`src/hdl/lspe_pkg.sv`:
```
// ----------------------------------------------------------------------------
// lspe_pkg: shared types, constants and pattern tables for the line sensor
// position error block.
// ----------------------------------------------------------------------------
package lspe_pkg;

  // Sensor bar geometry
  localparam int unsigned NumLanes    = 12;
  localparam int unsigned GroupSize   = 4;
  localparam int unsigned NumGroups   = NumLanes / GroupSize;
  localparam logic [13:0] SensorMask  = 14'h3FFC;
  localparam logic [7:0]  CenterOffset = 8'd13;

  // Divider sizing: dividend is 2 * sum of sensor indexes (max 156)
  localparam int unsigned DivSteps = 8;

  // Sequencer states, one-hot
  typedef enum logic [6:0] {
    S_IDLE  = 7'b0000001,
    S_LANE  = 7'b0000010,
    S_PART  = 7'b0000100,
    S_TOTAL = 7'b0001000,
    S_START = 7'b0010000,
    S_DIV   = 7'b0100000,
    S_OUT   = 7'b1000000
  } lspe_state_e;

  // Merge stage controls
  typedef struct packed {
    logic part_load;
    logic total_load;
  } lspe_merge_ctrl_t;

  // Divider request and response
  typedef struct packed {
    logic       start;
    logic [7:0] dividend;
    logic [3:0] divisor;
  } lspe_div_req_t;

  typedef struct packed {
    logic       done;
    logic [7:0] quotient;
  } lspe_div_rsp_t;

  // Bit-reverse one byte (first received bit lands in the MSB)
  function automatic logic [7:0] rev8(input logic [7:0] b);
    logic [7:0] r;
    for (int k = 0; k < 8; k++) begin
      r[7-k] = b[k];
    end
    return r;
  endfunction

  // Centered white-line patterns (raw reading, before inversion)
  function automatic logic is_white(input logic [13:0] r);
    return r inside {14'h0C00, 14'h0600, 14'h0E00, 14'h0F00, 14'h0400,
                     14'h0700, 14'h0380, 14'h0300, 14'h0780, 14'h0100,
                     14'h0180, 14'h01C0, 14'h00C0, 14'h03C0, 14'h0080,
                     14'h00E0, 14'h0060, 14'h0070, 14'h00F0, 14'h0020};
  endfunction

  // Centered black-line patterns (raw reading, before inversion)
  function automatic logic is_black(input logic [13:0] r);
    return r inside {14'h33FC, 14'h39FC, 14'h31FC, 14'h3BFC, 14'h38FC,
                     14'h3C7C, 14'h3CFC, 14'h3EFC, 14'h3E7C, 14'h3E3C,
                     14'h3F3C, 14'h3F7C, 14'h3F1C, 14'h3F9C, 14'h3F8C,
                     14'h3FDC};
  endfunction

  // On-line patterns: singles, pairs and triples near the center
  function automatic logic is_online(input logic [13:0] r);
    return r inside {14'h0C00, 14'h0600, 14'h0300, 14'h0180, 14'h00C0,
                     14'h0060, 14'h0030, 14'h0E00, 14'h0700, 14'h0380,
                     14'h01C0, 14'h00E0, 14'h0070, 14'h0800, 14'h0400,
                     14'h0200, 14'h0100, 14'h0080, 14'h0040, 14'h0020,
                     14'h0010};
  endfunction

endpackage

```
`src/hdl/line_sensor_position_error.sv`:
```
// ----------------------------------------------------------------------------
// line_sensor_position_error: line position from a 12-sensor bar
// Input channel (in_valid_i/in_ready_o) carries one beat per sensor frame:
// the two raw shift-register bytes and a fallback error. Output channel
// (out_valid_o/out_ready_i) returns one beat per frame: the processed
// reading, the centroid error, the out-of-line flag and the track mode.
// The beat is reversed, masked and classified into the frame register at the
// accepting edge; then it passes through the lane registers, the two levels
// of the adder tree, the divider start, the bit-serial divider, the hand-off
// to the output stage and the output register. One frame is in flight at a
// time and the sequencer returns to idle as the output register loads, so
// no new frame is accepted until the current one reaches the output
// register. The output register decouples the sides: the next frame is
// accepted while a result waits, and if the receiver stalls the finished
// frame waits before the output register. Reset clears the track mode to
// white line and enables pattern-driven mode switching.
// The configuration register is written by cfg_we_i with cfg_wdata_i.
// ----------------------------------------------------------------------------
module line_sensor_position_error (
  input  logic              clk_i,
  input  logic              rst_ni,
  // configuration
  input  logic              cfg_we_i,
  input  logic              cfg_wdata_i,
  // input channel
  input  logic              in_valid_i,
  output logic              in_ready_o,
  input  logic [7:0]        left_byte_i,
  input  logic [7:0]        right_byte_i,
  input  logic signed [7:0] fallback_error_i,
  // output channel
  output logic              out_valid_o,
  input  logic              out_ready_i,
  output logic [13:0]       sensor_bits_o,
  output logic signed [7:0] position_error_o,
  output logic              out_of_line_o,
  output logic              black_line_mode_o
);
  import lspe_pkg::*;

  lspe_state_e      state_q, state_d;
  logic             inv_en_q;
  logic             black_q, black_d;
  logic             in_fire;
  logic             out_load;
  logic [15:0]      raw_word;
  logic [13:0]      raw;
  logic [13:0]      reading_q;
  logic [7:0]       fb_q;
  logic             item_black_q;
  lspe_merge_ctrl_t merge_ctrl;
  lspe_div_req_t    div_req;
  lspe_div_rsp_t    div_rsp;
  logic [NumLanes-1:0][3:0] lane_weight;
  logic [NumLanes-1:0]      lane_hit;
  logic [6:0]       sum;
  logic [3:0]       count;
  logic             out_valid_q;
  logic [13:0]      out_bits_q;
  logic [7:0]       out_err_q;
  logic             out_ool_q;
  logic             out_black_q;
  logic [7:0]       err_d;

  assign in_ready_o = (state_q == S_IDLE);
  assign in_fire    = in_valid_i && in_ready_o;
  assign out_load   = (state_q == S_OUT) && (!out_valid_q || out_ready_i);

  // Configuration register
  always_ff @(posedge clk_i or negedge rst_ni) begin
    if (!rst_ni) begin
      inv_en_q <= 1'b1;
    end else if (cfg_we_i) begin
      inv_en_q <= cfg_wdata_i;
    end
  end

  // Reverse, pack and mask; track mode update from raw pattern
  assign raw_word = {rev8(left_byte_i), rev8(right_byte_i)};
  assign raw      = raw_word[13:0] & SensorMask;

  always_comb begin
    black_d = black_q;
    if (inv_en_q) begin
      if (is_white(raw)) begin
        black_d = 1'b0;
      end else if (is_black(raw)) begin
        black_d = 1'b1;
      end
    end
  end

  always_ff @(posedge clk_i or negedge rst_ni) begin
    if (!rst_ni) begin
      black_q <= 1'b0;
    end else if (in_fire) begin
      black_q <= black_d;
    end
  end

  // Frame register
  always_ff @(posedge clk_i) begin
    if (in_fire) begin
      reading_q    <= black_d ? (raw ^ SensorMask) : raw;
      fb_q         <= fallback_error_i;
      item_black_q <= black_d;
    end
  end

  // Sequencer
  always_comb begin
    state_d = state_q;
    case (state_q)
      S_IDLE:  if (in_valid_i) state_d = S_LANE;
      S_LANE:  state_d = S_PART;
      S_PART:  state_d = S_TOTAL;
      S_TOTAL: state_d = S_START;
      S_START: state_d = S_DIV;
      S_DIV:   if (div_rsp.done) state_d = S_OUT;
      S_OUT:   if (out_load) state_d = S_IDLE;
      default: state_d = S_IDLE;
    endcase
  end

  always_ff @(posedge clk_i or negedge rst_ni) begin
    if (!rst_ni) begin
      state_q <= S_IDLE;
    end else begin
      state_q <= state_d;
    end
  end

  // Lanes: sensor k (1..12) sits at bit 14-k with weight k
  for (genvar k = 0; k < NumLanes; k++) begin : g_lane
    lspe_lane u_lane (
      .clk_i    (clk_i),
      .load_i   (state_q == S_LANE),
      .sense_i  (reading_q[13-k]),
      .weight_i (4'(k + 1)),
      .weight_o (lane_weight[k]),
      .hit_o    (lane_hit[k])
    );
  end

  // Merge tree
  assign merge_ctrl.part_load  = (state_q == S_PART);
  assign merge_ctrl.total_load = (state_q == S_TOTAL);

  lspe_merge u_merge (
    .clk_i    (clk_i),
    .ctrl_i   (merge_ctrl),
    .weight_i (lane_weight),
    .hit_i    (lane_hit),
    .sum_o    (sum),
    .count_o  (count)
  );

  // Divider: floor(2 * sum / count)
  assign div_req.start    = (state_q == S_START);
  assign div_req.dividend = {sum, 1'b0};
  assign div_req.divisor  = count;

  lspe_divider u_div (
    .clk_i  (clk_i),
    .rst_ni (rst_ni),
    .req_i  (div_req),
    .rsp_o  (div_rsp)
  );

  assign err_d = (count == 4'd0) ? fb_q : (div_rsp.quotient - CenterOffset);

  // Output register
  always_ff @(posedge clk_i or negedge rst_ni) begin
    if (!rst_ni) begin
      out_valid_q <= 1'b0;
    end else if (out_load) begin
      out_valid_q <= 1'b1;
    end else if (out_ready_i) begin
      out_valid_q <= 1'b0;
    end
  end

  always_ff @(posedge clk_i) begin
    if (out_load) begin
      out_bits_q  <= reading_q;
      out_err_q   <= err_d;
      out_ool_q   <= !is_online(reading_q);
      out_black_q <= item_black_q;
    end
  end

  assign out_valid_o       = out_valid_q;
  assign sensor_bits_o     = out_bits_q;
  assign position_error_o  = out_err_q;
  assign out_of_line_o     = out_ool_q;
  assign black_line_mode_o = out_black_q;

endmodule

```
`src/hdl/lspe_lane.sv`:
```
// ----------------------------------------------------------------------------
// lspe_lane: one sensor lane
// Registers the sensor's weight when it is set, and its hit flag.
// ----------------------------------------------------------------------------
module lspe_lane (
  input  logic       clk_i,
  input  logic       load_i,
  input  logic       sense_i,
  input  logic [3:0] weight_i,
  output logic [3:0] weight_o,
  output logic       hit_o
);

  logic [3:0] weight_q;
  logic       hit_q;

  // Capture contribution of this sensor
  always_ff @(posedge clk_i) begin
    if (load_i) begin
      weight_q <= sense_i ? weight_i : 4'd0;
      hit_q    <= sense_i;
    end
  end

  assign weight_o = weight_q;
  assign hit_o    = hit_q;

endmodule

```
`src/hdl/lspe_merge.sv`:
```
// ----------------------------------------------------------------------------
// lspe_merge: two-level registered adder tree over the lane results
// First level sums groups of four lanes, second level sums the groups.
// ----------------------------------------------------------------------------
module lspe_merge (
  input  logic                                   clk_i,
  input  lspe_pkg::lspe_merge_ctrl_t             ctrl_i,
  input  logic [lspe_pkg::NumLanes-1:0][3:0]     weight_i,
  input  logic [lspe_pkg::NumLanes-1:0]          hit_i,
  output logic [6:0]                             sum_o,
  output logic [3:0]                             count_o
);
  import lspe_pkg::*;

  logic [NumGroups-1:0][5:0] psum_d, psum_q;
  logic [NumGroups-1:0][2:0] pcnt_d, pcnt_q;
  logic [6:0]                sum_d, sum_q;
  logic [3:0]                cnt_d, cnt_q;

  // Group partial sums
  always_comb begin
    for (int g = 0; g < NumGroups; g++) begin
      psum_d[g] = 6'(weight_i[g*GroupSize])   + 6'(weight_i[g*GroupSize+1])
                + 6'(weight_i[g*GroupSize+2]) + 6'(weight_i[g*GroupSize+3]);
      pcnt_d[g] = 3'(hit_i[g*GroupSize])   + 3'(hit_i[g*GroupSize+1])
                + 3'(hit_i[g*GroupSize+2]) + 3'(hit_i[g*GroupSize+3]);
    end
  end

  // Final totals
  always_comb begin
    sum_d = 7'(psum_q[0]) + 7'(psum_q[1]) + 7'(psum_q[2]);
    cnt_d = 4'(pcnt_q[0]) + 4'(pcnt_q[1]) + 4'(pcnt_q[2]);
  end

  always_ff @(posedge clk_i) begin
    if (ctrl_i.part_load) begin
      psum_q <= psum_d;
      pcnt_q <= pcnt_d;
    end
    if (ctrl_i.total_load) begin
      sum_q <= sum_d;
      cnt_q <= cnt_d;
    end
  end

  assign sum_o   = sum_q;
  assign count_o = cnt_q;

endmodule

```
`src/hdl/lspe_divider.sv`:
```
// ----------------------------------------------------------------------------
// lspe_divider: restoring divider, one quotient bit per cycle
// 8-bit dividend by 4-bit divisor; quotient valid while done is set.
// ----------------------------------------------------------------------------
module lspe_divider (
  input  logic                    clk_i,
  input  logic                    rst_ni,
  input  lspe_pkg::lspe_div_req_t req_i,
  output lspe_pkg::lspe_div_rsp_t rsp_o
);
  import lspe_pkg::*;

  logic [7:0] dvd_q;
  logic [3:0] div_q;
  logic [3:0] rem_q;
  logic [2:0] step_q;
  logic       busy_q;
  logic       done_q;
  logic [4:0] rem_shift;
  logic       fits;

  // One restoring step
  assign rem_shift = {rem_q, dvd_q[7]};
  assign fits      = rem_shift >= {1'b0, div_q};

  // Control: step counter runs through DivSteps steps, then done is held until the next start
  always_ff @(posedge clk_i or negedge rst_ni) begin
    if (!rst_ni) begin
      busy_q <= 1'b0;
      done_q <= 1'b0;
      step_q <= '0;
    end else if (req_i.start) begin
      busy_q <= 1'b1;
      done_q <= 1'b0;
      step_q <= '0;
    end else if (busy_q) begin
      step_q <= step_q + 3'd1;
      if (step_q == 3'(DivSteps - 1)) begin
        busy_q <= 1'b0;
        done_q <= 1'b1;
      end
    end
  end

  // Datapath: dividend shifts out, quotient bits shift in
  always_ff @(posedge clk_i) begin
    if (req_i.start) begin
      dvd_q <= req_i.dividend;
      div_q <= req_i.divisor;
      rem_q <= '0;
    end else if (busy_q) begin
      dvd_q <= {dvd_q[6:0], fits};
      rem_q <= fits ? 4'(rem_shift - {1'b0, div_q}) : rem_shift[3:0];
    end
  end

  assign rsp_o.done     = done_q;
  assign rsp_o.quotient = dvd_q;

endmodule

```
`config.mk`:
```
export PLATFORM = sky130hd
export DESIGN_NAME = line_sensor_position_error
export DESIGN_NICKNAME = d
export VERILOG_FILES = /design/src/hdl/lspe_pkg.sv /design/src/hdl/line_sensor_position_error.sv /design/src/hdl/lspe_lane.sv /design/src/hdl/lspe_merge.sv /design/src/hdl/lspe_divider.sv
export SDC_FILE = /design/constraint.sdc
export NUM_CORES = 1
export LEC_CHECK = 0
export BUFFER_PORTS_ARGS = -buffer_cell sky130_fd_sc_hd__buf_2
export CAP_MARGIN = 0
export CORE_ASPECT_RATIO = 0.6
export CORE_MARGIN = 2
export CORE_UTILIZATION = 55
export CTS_BUF_LIST = sky130_fd_sc_hd__clkbuf_8
export CTS_CLUSTER_DIAMETER = 120
export CTS_CLUSTER_SIZE = 16
export DETAILED_ROUTE_END_ITERATION = 8
export GPL_TIMING_DRIVEN = 0
export PLACE_DENSITY = 0.73
export SLEW_MARGIN = 20
export SYNTH_ARGS = -nofsm -noshare
export SYNTH_HDL_FRONTEND = slang
export SYNTH_HIERARCHICAL = 1
export SYNTH_SLANG_ARGS = --single-unit
```
`constraint.sdc`:
```
create_clock -name clk_i -period 10.3 [get_ports clk_i]
set_clock_uncertainty 0.1 [all_clocks]
set_input_delay 0.515 -clock clk_i [delete_from_list [all_inputs] [get_ports clk_i]]
set_output_delay 0.515 -clock clk_i [all_outputs]
set_load 0.1 [all_outputs]
```
==> metrics.md <==
| Metric | Value |
|---|---|
| 1st-pass router iterations | 4 |
| Status | finished, final reports clean |
| Number of max-cap violations | 0 |
| Least-Margin Pin Slew | 0.836 ns |
| Most common cell after layout, fill and taps aside | edfxtp_1 |
| Yosys warnings | 6 |
| Max Clk Rate | 346 MHz |
| Final HPWL DP | 11.4 mm |
| Drt total wl | 15.5 mm |
| Clk sinks | 172 |
| Post-route ant nets | 0 |
| DRC | 0 |
| Crit path time final | 2.89 ns |
| Antenna diodes | 0 |
| Startpoint Class | flop |
| DIE HEIGHT | 102 µm |
| VDD IR max | 0.000111 V |
| Vias in the first global route | 5,188 |
| Crit end category | flop |
| Via count | 5,067 |
| Post-Syn Instances | 645 |
| GR Util All Layers | 19.8% |
| Clk_lat worst skew | 0.44 ns |
| GP Congestion | 0.850 |
| Die area | 17,000 µm² |
| Mapped Area | 8760 µm² |
| Leak | 4.16 nW |
| Commonest cells after routing, fill and taps aside | 153 x edfxtp_1, 97 x inv_1, 52 x buf_2 |
| Cell Rows | 35 |
| Sequence of cells on the critical path | ha_1, fa_1, xor2_1, fa_1, ha_1, a21o_1, a21oi_1, xnor2_1 |
| CP max stage delay | 0.47 ns |
| Nets | 878 |
| Ratio of cells with drive above 1 in the final layout | 18.3% |
| CP delay by family, top | adder cells |
| Grt ovf | 0 |
| Placed cell area | 9560 µm² |
| Post-CTS setup buffer count | 0 |
| Total CTS buffers | 17 |
| Final worst slack | 7.41 ns |
| FF-to-FF Start | g_lane[8].u_lane/weight_o[0] |
| WS Path Type | reg -> reg |
| Largest net degree at the start of global routing | 23 |
| Place WS | 7.13 ns |
| Synth Register Bits | 172 |
| Post-synth EDFFs | 153 |
| RSZ-0062 raised after global routing | false |
| Hold Crit Class | in -> reg |
| Crit path max fanout | 2 |
| Area of the multi-input gates | 3470 µm² |
| Bufs and invs on worst path | 0 |
| H-Tree Depth | 4 |
| Width of the die | 167 µm |
| First-pass GRT wire length | 25.9 mm |
| Synth Flop Type | edfxtp_1 |
| Avg WL per Cell | 15.7 µm |
| Longest Clk Path Bufs | 2 |
| Pwr Density | 225 nW/µm² |
| Crit path arrival time | 2.98 ns |
| Hold Violations, Final | 0 |
| Slowest stage cell, crit path | fa_1 |
| Yosys cell types | 74 |
| Register area | 5050 µm² |
| Sequential area share after synthesis | 57.7% |
| Initial antenna violation count | 0 |
| Post-route design area | 9990 µm² |
| Clock root cell | clkbuf_8 |
| Relative slew slack | 43.7% |
| Fin crit share | 28.0% |
| Asr flop ratio synth | 8.72% |
| Setup tns final | 0 ns |
| Core ar. | 15,500 µm² |
| Vias per std cell | 5.12 |
| I/O Buffers | 48 |
| Filler cells | 1,093 |
| Critical Path Start | g_lane[8].u_lane/weight_o[0] |
| Hold path start | fallback_error_i[7] |
| CTS tree | yes |
| Area growth, synth to finish | 14.0% |
| Starting density of the core | 56.7% |
| Max Slew Vio Count | 0 |
| Clock-pin slew on the worst setup and hold paths | 0.09 ns |
| # setup viols final | 0 |
| IO Pins | 56 |
| Iter 0 DRT Violations | 387 |
| Mean area per synthesized cell | 13.6 µm² |
| Required time worst endpoint | 10.39 ns |
cells in the mapped netlist (10+ instances only):
cell type | instances | area (µm²)
edfxtp_1 | 153 | 4590
inv_1 | 94 | 353
and2_1 | 48 | 300
fa_1 | 37 | 741
ha_1 | 37 | 463
o21ai_0 | 25 | 125
nor2_1 | 20 | 75.1
a21oi_1 | 18 | 90.1
nand2_1 | 15 | 56.3
dfrtp_1 | 13 | 325
xnor2_1 | 13 | 114
nor2b_1 | 12 | 75.1
a21o_1 | 10 | 75.1
final cells by class:
class	count	area share, %
Sequential cell	172	50.6
Buffer	12	0.926
Tap cell	203	2.54
Inverter	97	3.64
Clock buffer	18	2.48
Clock inverter	14	1.70
Multi-Input combinational cell	413	34.7
Timing Repair Buffer	61	3.42
worst paths after layout:
check	to	slack, ns	depth (start not counted)
setup / recovery	u_merge/psum_q[16]	7.41	8
hold / removal	fb_q[7]	0.15	1
setup reg to reg	u_merge/psum_q[16]	7.41	8
hold reg to reg	black_line_mode_o	0.33	0
max in group asynchronous	state_q[0]	9.35	2
min in group asynchronous	u_div/busy_q	0.43	2
per-stage QoR:
step                      hold WS, ns  power (mW)  utilization, %  cells
after global routing            0.118        2.40            64.7    990
after global placement          0.302        1.71            61.1    945
after CTS                       0.127        2.26            64.6    990
after floorplan                 0.119        1.57               -    694
after detailed placement        0.315        1.77            61.8    957
final                           0.153        2.25            64.7    990
metal layers:
layer	up-vias	GRT usage [%]	part of all wire (%)	routed length [µm]
met5	-	0	0	0
met4	0	7.76	1.7	261
met3	21	3.83	4.8	737
met2	134	30.7	45	6970
met1	2426	28.2	49	7540
li1	2486	-	-	-
what timing repair did:
item / CTS / global route
hold endpoints to repair: 13 / 0
hold buffers: 1 / 0
resized for setup: 0 / 0
endpoints found under the setup margin: 0 / 0
power by group:
part           leakage (nW)  total, mW  internal (mW)  switching (mW)
clock                 0.220      0.491          0.249           0.242
combinational          2.31      0.711          0.312           0.399
sequential             1.63       1.04          0.953          0.0906
total                  4.16       2.25           1.51           0.731
kinds of logic (layout without fill, tap and decap cells):
kind of cell / after synthesis / in the layout / synth area share (%)
adders and majority gates: 75 / 75 / 13.9
xor gates and xnor gates: 21 / 21 / 2.10
buffers and inverters: 109 / 202 / 5.21
AOI/OAI and AO/OA: 104 / 104 / 9.32
and+or+nand+nor: 149 / 149 / 10.2
DFF: 172 / 172 / 57.7
other: 2 / 51 / 0.0857
muxes: 13 / 13 / 1.61
registers in the layout, summed over array words and instances, names as in the netlist:
name	cells
u_div/dvd_q	8
u_div/div_q	4
u_div/rem_q	4
u_merge/pcnt_q	9
g_lane.u_lane/hit_o	12
out_of_line_o	1
fb_q	8
state_q	7
position_error_o	8
u_merge/sum_o	7
black_q	1
u_merge/psum_q	18
u_merge/count_o	4
g_lane.u_lane/weight_o	48
u_div/busy_q	1
reading_q	12
item_black_q	1
sensor_bits_o	12
out_valid_o	1
black_line_mode_o	1
u_div/step_q	3
u_div/done_q	1
inv_en_q	1
Note: power is estimated with default switching activity, not from simulation.
